--- src/hdl/bsta_pkg.sv ---
// bsta_pkg: shared types and codes for the burst assembler
// holds the flush cause enum, register indexes, config and result structs
// no dependencies
package bsta_pkg;

	typedef enum logic [1:0] {
		CAUSE_NONE      = 2'd0,
		CAUSE_THRESHOLD = 2'd1,
		CAUSE_TIMEOUT   = 2'd2
	} cause_t;

	// register indexes on the configuration port
	localparam logic [2:0] REG_THRESHOLD = 3'd0;
	localparam logic [2:0] REG_TIMEOUT   = 3'd1;
	localparam logic [2:0] REG_PKT_BYTES = 3'd2;
	localparam logic [2:0] REG_SOURCE_ID = 3'd3;
	localparam logic [2:0] REG_DEST_ID   = 3'd4;

	localparam logic KIND_ARRIVAL = 1'b0;
	localparam logic KIND_TICK    = 1'b1;

	localparam logic [1:0] CLASS_VOICE = 2'd0;
	localparam logic [1:0] CLASS_DATA  = 2'd1;

	localparam logic [7:0]  THRESHOLD_RST = 8'd24;
	localparam logic [15:0] TIMEOUT_RST   = 16'd10000;
	localparam logic [15:0] PKT_BYTES_RST = 16'd200;

	typedef struct packed {
		logic [7:0]  threshold;
		logic [15:0] timeout_ticks;
		logic [15:0] packet_bytes;
		logic [7:0]  source_id;
		logic [7:0]  dest_id;
	} cfg_t;

	// first member is the top bits: flushed ends up in bit 0 when packed
	typedef struct packed {
		logic [7:0]  total_buffered;
		logic [23:0] burst_bytes;
		logic [7:0]  burst_video;
		logic [7:0]  burst_data;
		logic [7:0]  burst_voice;
		logic [7:0]  burst_dest;
		logic [7:0]  burst_source;
		logic [15:0] burst_id;
		cause_t      flush_cause;
		logic        flushed;
	} res_t;

	localparam int RES_W  = $bits(res_t);
	localparam int TDATA_OUT_W = ((RES_W + 7) / 8) * 8;

endpackage

--- src/hdl/bsta_core.sv ---
// bsta_core: assembly state and the per-beat update of the burst assembler
// holds class counters, tick timer and burst id; builds one result per step
// depends on bsta_pkg
module bsta_core (
	input  logic          clk,
	input  logic          arst_n,
	input  logic          step_en,
	input  logic          kind,
	input  logic [1:0]    service_class,
	input  bsta_pkg::cfg_t cfg,
	output bsta_pkg::res_t res
);
	import bsta_pkg::*;

	logic [7:0]  voice_q, data_q, video_q;
	logic        assembling_q;
	logic [15:0] elapsed_q;
	logic [15:0] next_id_q;

	logic [7:0]  voice_n, data_n, video_n;
	logic        assembling_n;
	logic [15:0] elapsed_n;
	logic [9:0]  tot;
	logic        close;
	logic        emit;
	cause_t      cause;
	logic [25:0] bytes_full;

	function automatic logic [7:0] bump8(input logic [7:0] v);
		return (v == 8'hFF) ? v : v + 8'd1;
	endfunction

	always_comb begin
		voice_n      = voice_q;
		data_n       = data_q;
		video_n      = video_q;
		assembling_n = assembling_q;
		elapsed_n    = elapsed_q;
		close        = 1'b0;
		cause        = CAUSE_NONE;
		if (kind == KIND_ARRIVAL) begin
			case (service_class)
				CLASS_VOICE: voice_n = bump8(voice_q);
				CLASS_DATA:  data_n  = bump8(data_q);
				default:     video_n = bump8(video_q);
			endcase
			if (!assembling_q) begin
				assembling_n = 1'b1;
				elapsed_n    = 16'd0;
			end
		end else if (assembling_q) begin
			if (elapsed_q != 16'hFFFF)
				elapsed_n = elapsed_q + 16'd1;
		end
		tot = {2'b00, voice_n} + {2'b00, data_n} + {2'b00, video_n};
		if (kind == KIND_ARRIVAL) begin
			if (tot >= {2'b00, cfg.threshold}) begin
				close = 1'b1;
				cause = CAUSE_THRESHOLD;
			end
		end else if (assembling_q && elapsed_n >= cfg.timeout_ticks) begin
			close = 1'b1;
			cause = CAUSE_TIMEOUT;
		end
		if (close)
			assembling_n = 1'b0;
		// a close with nothing held only drops back to idle
		emit = close && (tot != 10'd0);
	end

	assign bytes_full = tot * cfg.packet_bytes;

	always_comb begin
		res = '0;
		if (emit) begin
			res.flushed      = 1'b1;
			res.flush_cause  = cause;
			res.burst_id     = next_id_q;
			res.burst_source = cfg.source_id;
			res.burst_dest   = cfg.dest_id;
			res.burst_voice  = voice_n;
			res.burst_data   = data_n;
			res.burst_video  = video_n;
			res.burst_bytes  = bytes_full[23:0];
			res.total_buffered = 8'd0;
		end else begin
			res.total_buffered = tot[7:0];
		end
	end

	always_ff @(posedge clk or negedge arst_n) begin
		if (!arst_n) begin
			voice_q      <= '0;
			data_q       <= '0;
			video_q      <= '0;
			assembling_q <= 1'b0;
			elapsed_q    <= '0;
			next_id_q    <= '0;
		end else if (step_en) begin
			assembling_q <= assembling_n;
			elapsed_q    <= elapsed_n;
			if (emit) begin
				voice_q   <= '0;
				data_q    <= '0;
				video_q   <= '0;
				next_id_q <= next_id_q + 16'd1;
			end else begin
				voice_q <= voice_n;
				data_q  <= data_n;
				video_q <= video_n;
			end
		end
	end

endmodule

--- src/hdl/burst_assembler_threshold_timeout.sv ---
// burst_assembler_threshold_timeout: top level of the burst assembler
// holds the configuration registers, input stage and result register
// depends on bsta_pkg and bsta_core
//
// channel   dir  width  contents
// s_axis    in   8+1    tdata: service_class; tuser: kind
// m_axis    out  96     tdata: result fields, flushed in bit 0
// cfg       in   3+16   write enable, register index, write data
//
// one beat per cycle sustained while m_axis_tready holds; a beat is registered in the input stage
// and is updated against the assembly state on its way into the result register
// the state update is a saturating count, a small sum, a threshold or timeout compare and a
// 10 x 16 multiply for the byte count, all in that single step
// a stalled m_axis fills the input stage, then s_axis_tready drops
// reset clears the assembly state and the pipeline valids and loads the configuration defaults
module burst_assembler_threshold_timeout (
	input  logic        clk,
	input  logic        arst_n,
	input  logic        s_axis_tvalid,
	output logic        s_axis_tready,
	input  logic [7:0]  s_axis_tdata,   // [1:0] service_class, rest zero
	input  logic        s_axis_tuser,   // [0] kind
	output logic        m_axis_tvalid,
	input  logic        m_axis_tready,
	output logic [bsta_pkg::TDATA_OUT_W-1:0] m_axis_tdata,
	// m_axis_tdata from bit 0: flushed, flush_cause, burst_id, burst_source,
	// burst_dest, burst_voice, burst_data, burst_video, burst_bytes,
	// total_buffered, zero fill
	input  logic        cfg_we,
	input  logic [2:0]  cfg_addr,
	input  logic [15:0] cfg_wdata
);
	import bsta_pkg::*;

	cfg_t       cfg_q;
	logic       valid_s1;
	logic       kind_s1;
	logic [1:0] class_s1;
	logic       out_valid_q;
	res_t       res_q;
	res_t       res_next;
	logic       adv;

	always_ff @(posedge clk or negedge arst_n) begin
		if (!arst_n) begin
			cfg_q.threshold     <= THRESHOLD_RST;
			cfg_q.timeout_ticks <= TIMEOUT_RST;
			cfg_q.packet_bytes  <= PKT_BYTES_RST;
			cfg_q.source_id     <= 8'd0;
			cfg_q.dest_id       <= 8'd0;
		end else if (cfg_we) begin
			case (cfg_addr)
				REG_THRESHOLD: cfg_q.threshold     <= cfg_wdata[7:0];
				REG_TIMEOUT:   cfg_q.timeout_ticks <= cfg_wdata;
				REG_PKT_BYTES: cfg_q.packet_bytes  <= cfg_wdata;
				REG_SOURCE_ID: cfg_q.source_id     <= cfg_wdata[7:0];
				REG_DEST_ID:   cfg_q.dest_id       <= cfg_wdata[7:0];
				default: ;
			endcase
		end
	end

	// beat moves from the input stage into the result register
	assign adv           = valid_s1 && (!out_valid_q || m_axis_tready);
	assign s_axis_tready = !valid_s1 || adv;

	always_ff @(posedge clk or negedge arst_n) begin
		if (!arst_n) begin
			valid_s1 <= 1'b0;
		end else if (s_axis_tready) begin
			valid_s1 <= s_axis_tvalid;
		end
	end

	always_ff @(posedge clk) begin
		if (s_axis_tready && s_axis_tvalid) begin
			kind_s1  <= s_axis_tuser;
			class_s1 <= s_axis_tdata[1:0];
		end
	end

	bsta_core u_core (
		.clk           (clk),
		.arst_n        (arst_n),
		.step_en       (adv),
		.kind          (kind_s1),
		.service_class (class_s1),
		.cfg           (cfg_q),
		.res           (res_next)
	);

	always_ff @(posedge clk or negedge arst_n) begin
		if (!arst_n) begin
			out_valid_q <= 1'b0;
		end else if (adv) begin
			out_valid_q <= 1'b1;
		end else if (m_axis_tready) begin
			out_valid_q <= 1'b0;
		end
	end

	always_ff @(posedge clk) begin
		if (adv)
			res_q <= res_next;
	end

	assign m_axis_tvalid = out_valid_q;
	assign m_axis_tdata  = {{(TDATA_OUT_W - RES_W){1'b0}}, res_q};

endmodule

--- config.mk ---
export PLATFORM = sky130hd
export DESIGN_NAME = burst_assembler_threshold_timeout
export DESIGN_NICKNAME = d
export VERILOG_FILES = /design/src/hdl/bsta_pkg.sv /design/src/hdl/bsta_core.sv /design/src/hdl/burst_assembler_threshold_timeout.sv
export SDC_FILE = /design/constraint.sdc
export NUM_CORES = 1
export LEC_CHECK = 0
export ABC_AREA = 1
export BUFFER_PORTS_ARGS = -buffer_cell sky130_fd_sc_hd__buf_2
export CAP_MARGIN = 15
export CORE_MARGIN = 4
export CORE_UTILIZATION = 62
export DETAILED_ROUTE_END_ITERATION = 12
export GPL_TIMING_DRIVEN = 0
export PLACE_DENSITY = 0.82
export SYNTH_ARGS = -nofsm -noshare
export SYNTH_HDL_FRONTEND = slang
export SYNTH_SLANG_ARGS = --single-unit
--- constraint.sdc ---
create_clock -name clk -period 9.75 [get_ports clk]
set_input_delay 2.4375 -clock clk [delete_from_list [all_inputs] [get_ports clk]]
set_output_delay 2.4375 -clock clk [all_outputs]
set_load 0.03 [all_outputs]
# Yosys cells after proc, flatten, opt, wreduce, memory -nomap -nowiden
# Cells that the tools add are included.
[word_totals] reg_bits=209 in_bits=33 output_inout_bits=98 elab_cells=92
[op_classes] add_sub_neg=7 n_mul=1 magnitude_cmp=2 eq_ne=10 mux=27 n_reduce_logical=20
[ops] operator="$mux W8" count=12
[ops] operator="$mux W16" count=4
[ops] operator="$add A16 B1 Y16 const B" count=2
[ops] operator="$add A8 B1 Y8 const B" count=3
[ops] operator="$eq A8 B8 Y1 const B" count=3
[ops] operator="$mul A10 B16 Y24" count=1
[ops] operator="$ge A16 B16 Y1" count=1
[ops] operator="$ne A16 B16 Y1 const B" count=1
[ops] operator="$reduce_and A2 Y1" count=7
[ops] operator="$add A9 B8 Y10" count=1
[ops] operator="$ge A10 B8 Y1" count=1
[ops] operator="$reduce_bool A10 Y1" count=1
[ops] operator="$add A8 B8 Y9" count=1
[ops] operator="$mux W1" count=9
[ops] operator="$eq A3 B2 Y1 const B" count=2
[ops] operator="$logic_and A1 B1 Y1" count=4
[ops] operator="$mux W2" count=2
[ops] operator="$eq A3 B1 Y1 const B" count=1
[ops] operator="$eq A3 B3 Y1 const B" count=1
[ops] operator="$logic_not A3 Y1" count=1
[ops] operator="$eq A2 B1 Y1 const B" count=1
[ops] operator="$logic_not A1 Y1" count=2
[ops] operator="$logic_not A2 Y1" count=1
[ops] operator="$logic_or A1 B1 Y1" count=2
[ops] operator="3 further kinds" count=3

# Logic depth before layout (Yosys ltp)
[depth] word_depth=11 ltp_mapped=44 depth_no_buf=44

# By module
# From an unflattened synthesis, not the netlist that was laid out.
[unflattened] hier_cells=1931 hier_area_um2=15900.2
[modules_own_cells] module="bsta_core" instances=1 cells_each=1568 area_per_inst_um2=10665.2 seq_area_each_um2=1426.4
[modules_own_cells] module="burst_assembler_threshold_timeout" instances=1 cells_each=363 area_per_inst_um2=5235.0 seq_area_each_um2=4286.6

# Least setup slack after synthesis
# No wires, ideal clock.
[synth_path] path_kind="reg2reg" startpoint="reg u_core.video_q[0]" endpoint="reg res_q (netlist bit m_axis_tdata[81]), data pin" setup_time_ps=253 arrival_ps=7494 required_time_ps=9497 path_slack_ps=2003 stages_incl_launch_ff=43 path_buffers=1 synth_period_minus_slack_ps=7747 path_cell_list="dfrtp_1 ha_1 nand2_1 nor3_1 nand3_1 nand2_1 inv_1 or2_1 o21ai_0 inv_2 fa_1 ha_1 fa_1 nand3_1 nand2_1 nand2_1 nand2_1 nand2_1 [... 7 more ...] fa_1 inv_1 fa_1 inv_1 fa_1 inv_1 ha_1 nand2_1 nor2_1 inv_1 nor3_1 nand4_1 nand3_1 nand3_1 nand2_1 nand2_1 nand2_1 nor2_1"
[synth_between] elab_chain_cells=9 elab_cells_between_ends=12 classes_between="2 x add/sub; 1 x mul; 1 x order compare; 1 x eq/ne; 5 x mux; 2 x reduce/logical"
[synth_lines] element="from (decl)" line_no="bsta_core.sv:15" rtl="logic [7:0] voice_q, data_q, video_q;"
[synth_lines] element="from (signal assigned)" line_no="bsta_core.sv:110" rtl="video_q <= video_n;"
[synth_lines] element="$add A8 B1 Y8 / $eq A8 B8 Y1 (equally long branches)" line_no="bsta_core.sv:30" rtl="return (v == 8'hFF) ? v : v + 8'd1;"
[synth_lines] element="$mux W8 *" line_no="bsta_core.sv:30"
[synth_lines] element="$mux W8 *" line_no="bsta_core.sv:42" rtl="case (service_class)"
[synth_lines] element="$mux W8 *" line_no="bsta_core.sv:41" rtl="if (kind == KIND_ARRIVAL) begin"
[synth_lines] element="net u_core.video_n[1]" line_no="bsta_core.sv:20" rtl="logic [7:0] voice_n, data_n, video_n;"
[synth_lines] element="$add A9 B8 Y10 *" line_no="bsta_core.sv:55" rtl="tot = {2'b00, voice_n} + {2'b00, data_n} + {2'b00, video_n};"
[synth_lines] element="net u_core.tot[7]" line_no="bsta_core.sv:23" rtl="logic [9:0] tot;"
[synth_lines] element="parallel branches: the longest is 4 deep, another holds $mul A10 B16 Y24"
[synth_lines] element="to (signal assigned)" line_no="burst_assembler_threshold_timeout.sv:104" rtl="res_q <= res_next;"
[synth_lines] element="to (decl)" line_no="burst_assembler_threshold_timeout.sv:40" rtl="res_t res_q;"
# Mark *: on every way through the listed nets, which the timed path passes.
# A chain may end at the register's enable or synchronous reset.

# Worst setup path in the final report
# Same ends and word-level chain as after synthesis.

==> results.yml <==
logic_synthesis:
  synthCells: 1852
  syn_area_um2: 15500
  synth_seq_cells: 209
  synth_cell_types: 49
  synth_ff_type: "dfrtp_1"
  seq_area_frac_synth_pct: 36.9
  yosysWarningCount: 0
  synth-edff-count: 94
  synthArstFlopShare_pct: 55.0
  avgSynthCellArea_um2: 8.37
timing:
  tns_ns: 0
  slew_headroom_pct: 43.6
  layout_setup_ws_ns: 0.650
  finClkSkew_ns: 0.0152
  tightest_slew_ns: 0.837
  layout_min_cycle_time_ns: 9.10
  slew_viol_final: 0
  fmax_ghz: 0.110
  final_hold_viol_count: 0
  whs_ns: 0.486
  rsz0062_at_grt: "no"
  timing.final.crit_share_pct: 93.3
  setup_viol: 0
floorplanning:
  start_util_pct: 63.3
  core.rowCount: 57
  core_um2: 24500
  die_x_um: 166
  dieArea_um2: 27600
  boundaryPins: 131
  die_h_um: 166
final_layout:
  utilization_pct: 71.0
  final_cells: 2342
  n_antenna_cell: 0
  syn_to_final_growth_pct: 12.1
  final_nets: 2241
  drive_gt1_share_pct: 10.7
critical_path:
  r2r_setup_slack_ns: 0.65
  cpPeakStageDelay_ns: 0.55
  worstPathMaxFanout: 10
  reg2regPathDepth: 42
  critPathCaptureType: "flop"
  cp_slowest_cell: "fa_1"
  critical_path_class: "reg2reg"
  reg2reg_from: "u_core.video_q[0]$_DFFE_PN0P_"
  crit_required_ns: 10.02
  r2r-end: "m_axis_tdata[81]$_SDFFCE_PN0P_"
  worstPathArrival_ns: 9.37
  cp_common_cell: "nand2_1"
  startpoint_type: "flop"
cts:
  postCtsSetupRepairBufs: 0
  cts_resized: 0
  cts.clk_slew.worst_paths_ns: 0.06
  postCtsHoldBufs: 0
  clkSinkCount: 209
  cts_tree: "done"
  numCtsBuffers: 23
  cts.path.max_buffers: 3
  clkLatencyLatePin_ns: 0.52
  clockRootBuffer: "clkbuf_16"
  htreeDepth: 1
global_route:
  antenna_found_initial: 0
  grt_overflow: 0
  grt_max_degree: 101
  grt-busiest-layer: "met2"
  gr-usage-met3_pct: 5.62
  use_met2_pct: 44.4
  grt_pass1_vias: 12900
  use_met1_pct: 38.7
  grt_pass1_wl_mm: 63.9
  globalRouteTotalUtil_pct: 28.0
power_and_ir_drop:
  pwr-share-clk_pct: 17.2
  p_int_mw: 2.72
  p_seq_share_pct: 24.0
  p_sw_mw: 2.58
  pwr-share-comb_pct: 58.8
  powerDensity_nw_per_um2: 305
  swShare_pct: 48.7
  leakage_nw: 8.70
  ir_drop_v: 0.000198
placement:
  gp_congestion: 0.936
  dp_hpwl_mm: 29.5
  io_buffers: 119
  pre_cts_ws_ns: 0.793
  dpl.cell_count: 2301
drt:
  ant_nets: 0
  firstDrtPassIters: 6
  drc_errors: 0
  drtIter0Drc: 1301
  wirelength_mm: 38.6
  drt-vias-per-instance: 5.50
  vias: 12900
  wl_per_cell_um: 16.5
hold_path:
  holdPathStages: 2
  whs_endpoint: "cfg_q[9]$_DFFE_PN0P_"
  hold_path_class: "reg2reg"
  min-delay-start: "cfg_q[9]$_DFFE_PN0P_"
job:
  maxCapViolCount: 0
run_status:
  status: "finished, final reports clean"
## through the flow
stage | total power, mW | instance area [um^2]
floorplan | 3.51 | 15500
global placement | 4.23 | 16500
detailed placement | 4.33 | 16600
CTS | 5.28 | 17400
global route | 5.77 | 17400
finish | 5.30 | 17400
## flip-flops by register name (all words and copies together), names as in the netlist, 2 cells and up
| signal | count |
|---|---|
| u_core.elapsed_q | 16 |
| class_s1 | 2 |
| cfg_q | 56 |
| u_core.next_id_q | 16 |
| u_core.voice_q | 8 |
| u_core.data_q | 8 |
| u_core.video_q | 8 |
| m_axis_tdata | 91 |
## synthesized netlist by cell type, drive strengths merged (20+ instances only)
master / number / area, um^2
o21ai: 120 / 601
edfxtp: 94 / 2820
nand4: 33 / 206
a21oi: 60 / 304
clkbuf: 34 / 129
nand2: 422 / 1610
nand3: 70 / 383
buf: 25 / 180
inv: 350 / 1310
fa: 118 / 2360
nor2: 219 / 837
dfrtp: 105 / 2630
nor3: 20 / 100
ha: 88 / 1100
xor2: 36 / 315
## cells in the final DEF, fill, tap and decap left out, types with 4 or more instances in the layout
| cell type | synthesis | final |
|---|---|---|
| or2_2 | 5 | 5 |
| clkbuf_16 | 0 | 23 |
| nand2_2 | 4 | 4 |
| xnor2_1 | 6 | 6 |
| xor2_1 | 36 | 36 |
| o21ai_0 | 98 | 98 |
| conb_1 | 1 | 5 |
| buf_6 | 3 | 4 |
| ha_1 | 88 | 88 |
| nand3_1 | 65 | 65 |
| o21ai_1 | 22 | 22 |
| nand3b_1 | 5 | 5 |
| nand2_1 | 416 | 416 |
| nor2_1 | 215 | 215 |
| buf_4 | 16 | 16 |
| edfxtp_1 | 94 | 94 |
| fa_1 | 118 | 118 |
| a21o_1 | 6 | 6 |
| clkinv_1 | 4 | 4 |
| inv_1 | 348 | 348 |
| bufinv_16 | 0 | 4 |
| nand4_1 | 33 | 33 |
| nand3_2 | 4 | 4 |
| buf_2 | 3 | 121 |
| nor3_1 | 20 | 20 |
| dfstp_2 | 10 | 10 |
| clkbuf_1 | 33 | 38 |
| dfrtp_1 | 105 | 105 |
| a21oi_1 | 59 | 59 |
## layout make-up
class / count / area (um^2)
multi-input cells: 1234 / 8160
fillers: 1798 / 7100
flip-flops and latches: 209 / 5710
inverters: 354 / 1330
repair buffers: 121 / 657
clock buffers: 32 / 639
well taps: 324 / 405
plain buffers: 59 / 313
clock inverters: 9 / 151
## kinds of logic after synthesis
kind of cell / count (synthesis) / share of synthesized area, %
xor gates and xnor gates: 42 / 2.37
DFF: 209 / 36.9
and+or+nand+nor: 781 / 21.0
other: 1 / 0.0242
AOI/OAI and AO/OA: 200 / 6.82
adders and majority gates: 206 / 22.4
buffers and inverters: 413 / 10.6
## worst max-delay path: cells and delay by family, from the launching register on
| kind | cells | cell delay [ns] |
|---|---|---|
| AO/OA/AOI/OAI | 1 | 0.12 |
| AND/OR/NAND/NOR | 22 | 2.70 |
| buffers and inverters | 9 | 1.19 |
| flip-flops | 1 | 0.41 |
| adder cells (fa/ha/maj) | 10 | 4.41 |
## worst max-delay path by stage
| stage | end | slack (ns) | from |
|---|---|---|---|
| floorplan | m_axis_tdata[81]$_SDFFCE_PN0P_ | 2.00 | u_core.video_q[0]$_DFFE_PN0P_ |
| global placement | m_axis_tdata[82]$_SDFFCE_PN0P_ | 1.05 | u_core.video_q[0]$_DFFE_PN0P_ |
| detailed placement | m_axis_tdata[81]$_SDFFCE_PN0P_ | 0.79 | u_core.video_q[0]$_DFFE_PN0P_ |
| CTS | m_axis_tdata[81]$_SDFFCE_PN0P_ | 0.76 | u_core.video_q[0]$_DFFE_PN0P_ |
| global route | m_axis_tdata[81]$_SDFFCE_PN0P_ | 0.009 | u_core.video_q[0]$_DFFE_PN0P_ |
| finish | m_axis_tdata[81]$_SDFFCE_PN0P_ | 0.65 | u_core.video_q[0]$_DFFE_PN0P_ |
## power groups by stage
stage | clock [mW] | sequential [mW] | combinational, mW
final | 0.913 | 1.27 | 3.11
after global routing | 0.962 | 1.29 | 3.52
after CTS | 0.922 | 1.27 | 3.10
after detailed placement | 0 | 1.28 | 3.05
after global placement | 0 | 1.28 | 2.95
after floorplan | 0 | 1.44 | 2.06
## layer usage
metal	vias up	wire length (um)
met5	-	0
met4	0	1410
met3	96	3450
met2	593	17800
met1	6137	15900
li1	6051	-
Note: power is estimated with default switching activity, not from simulation.
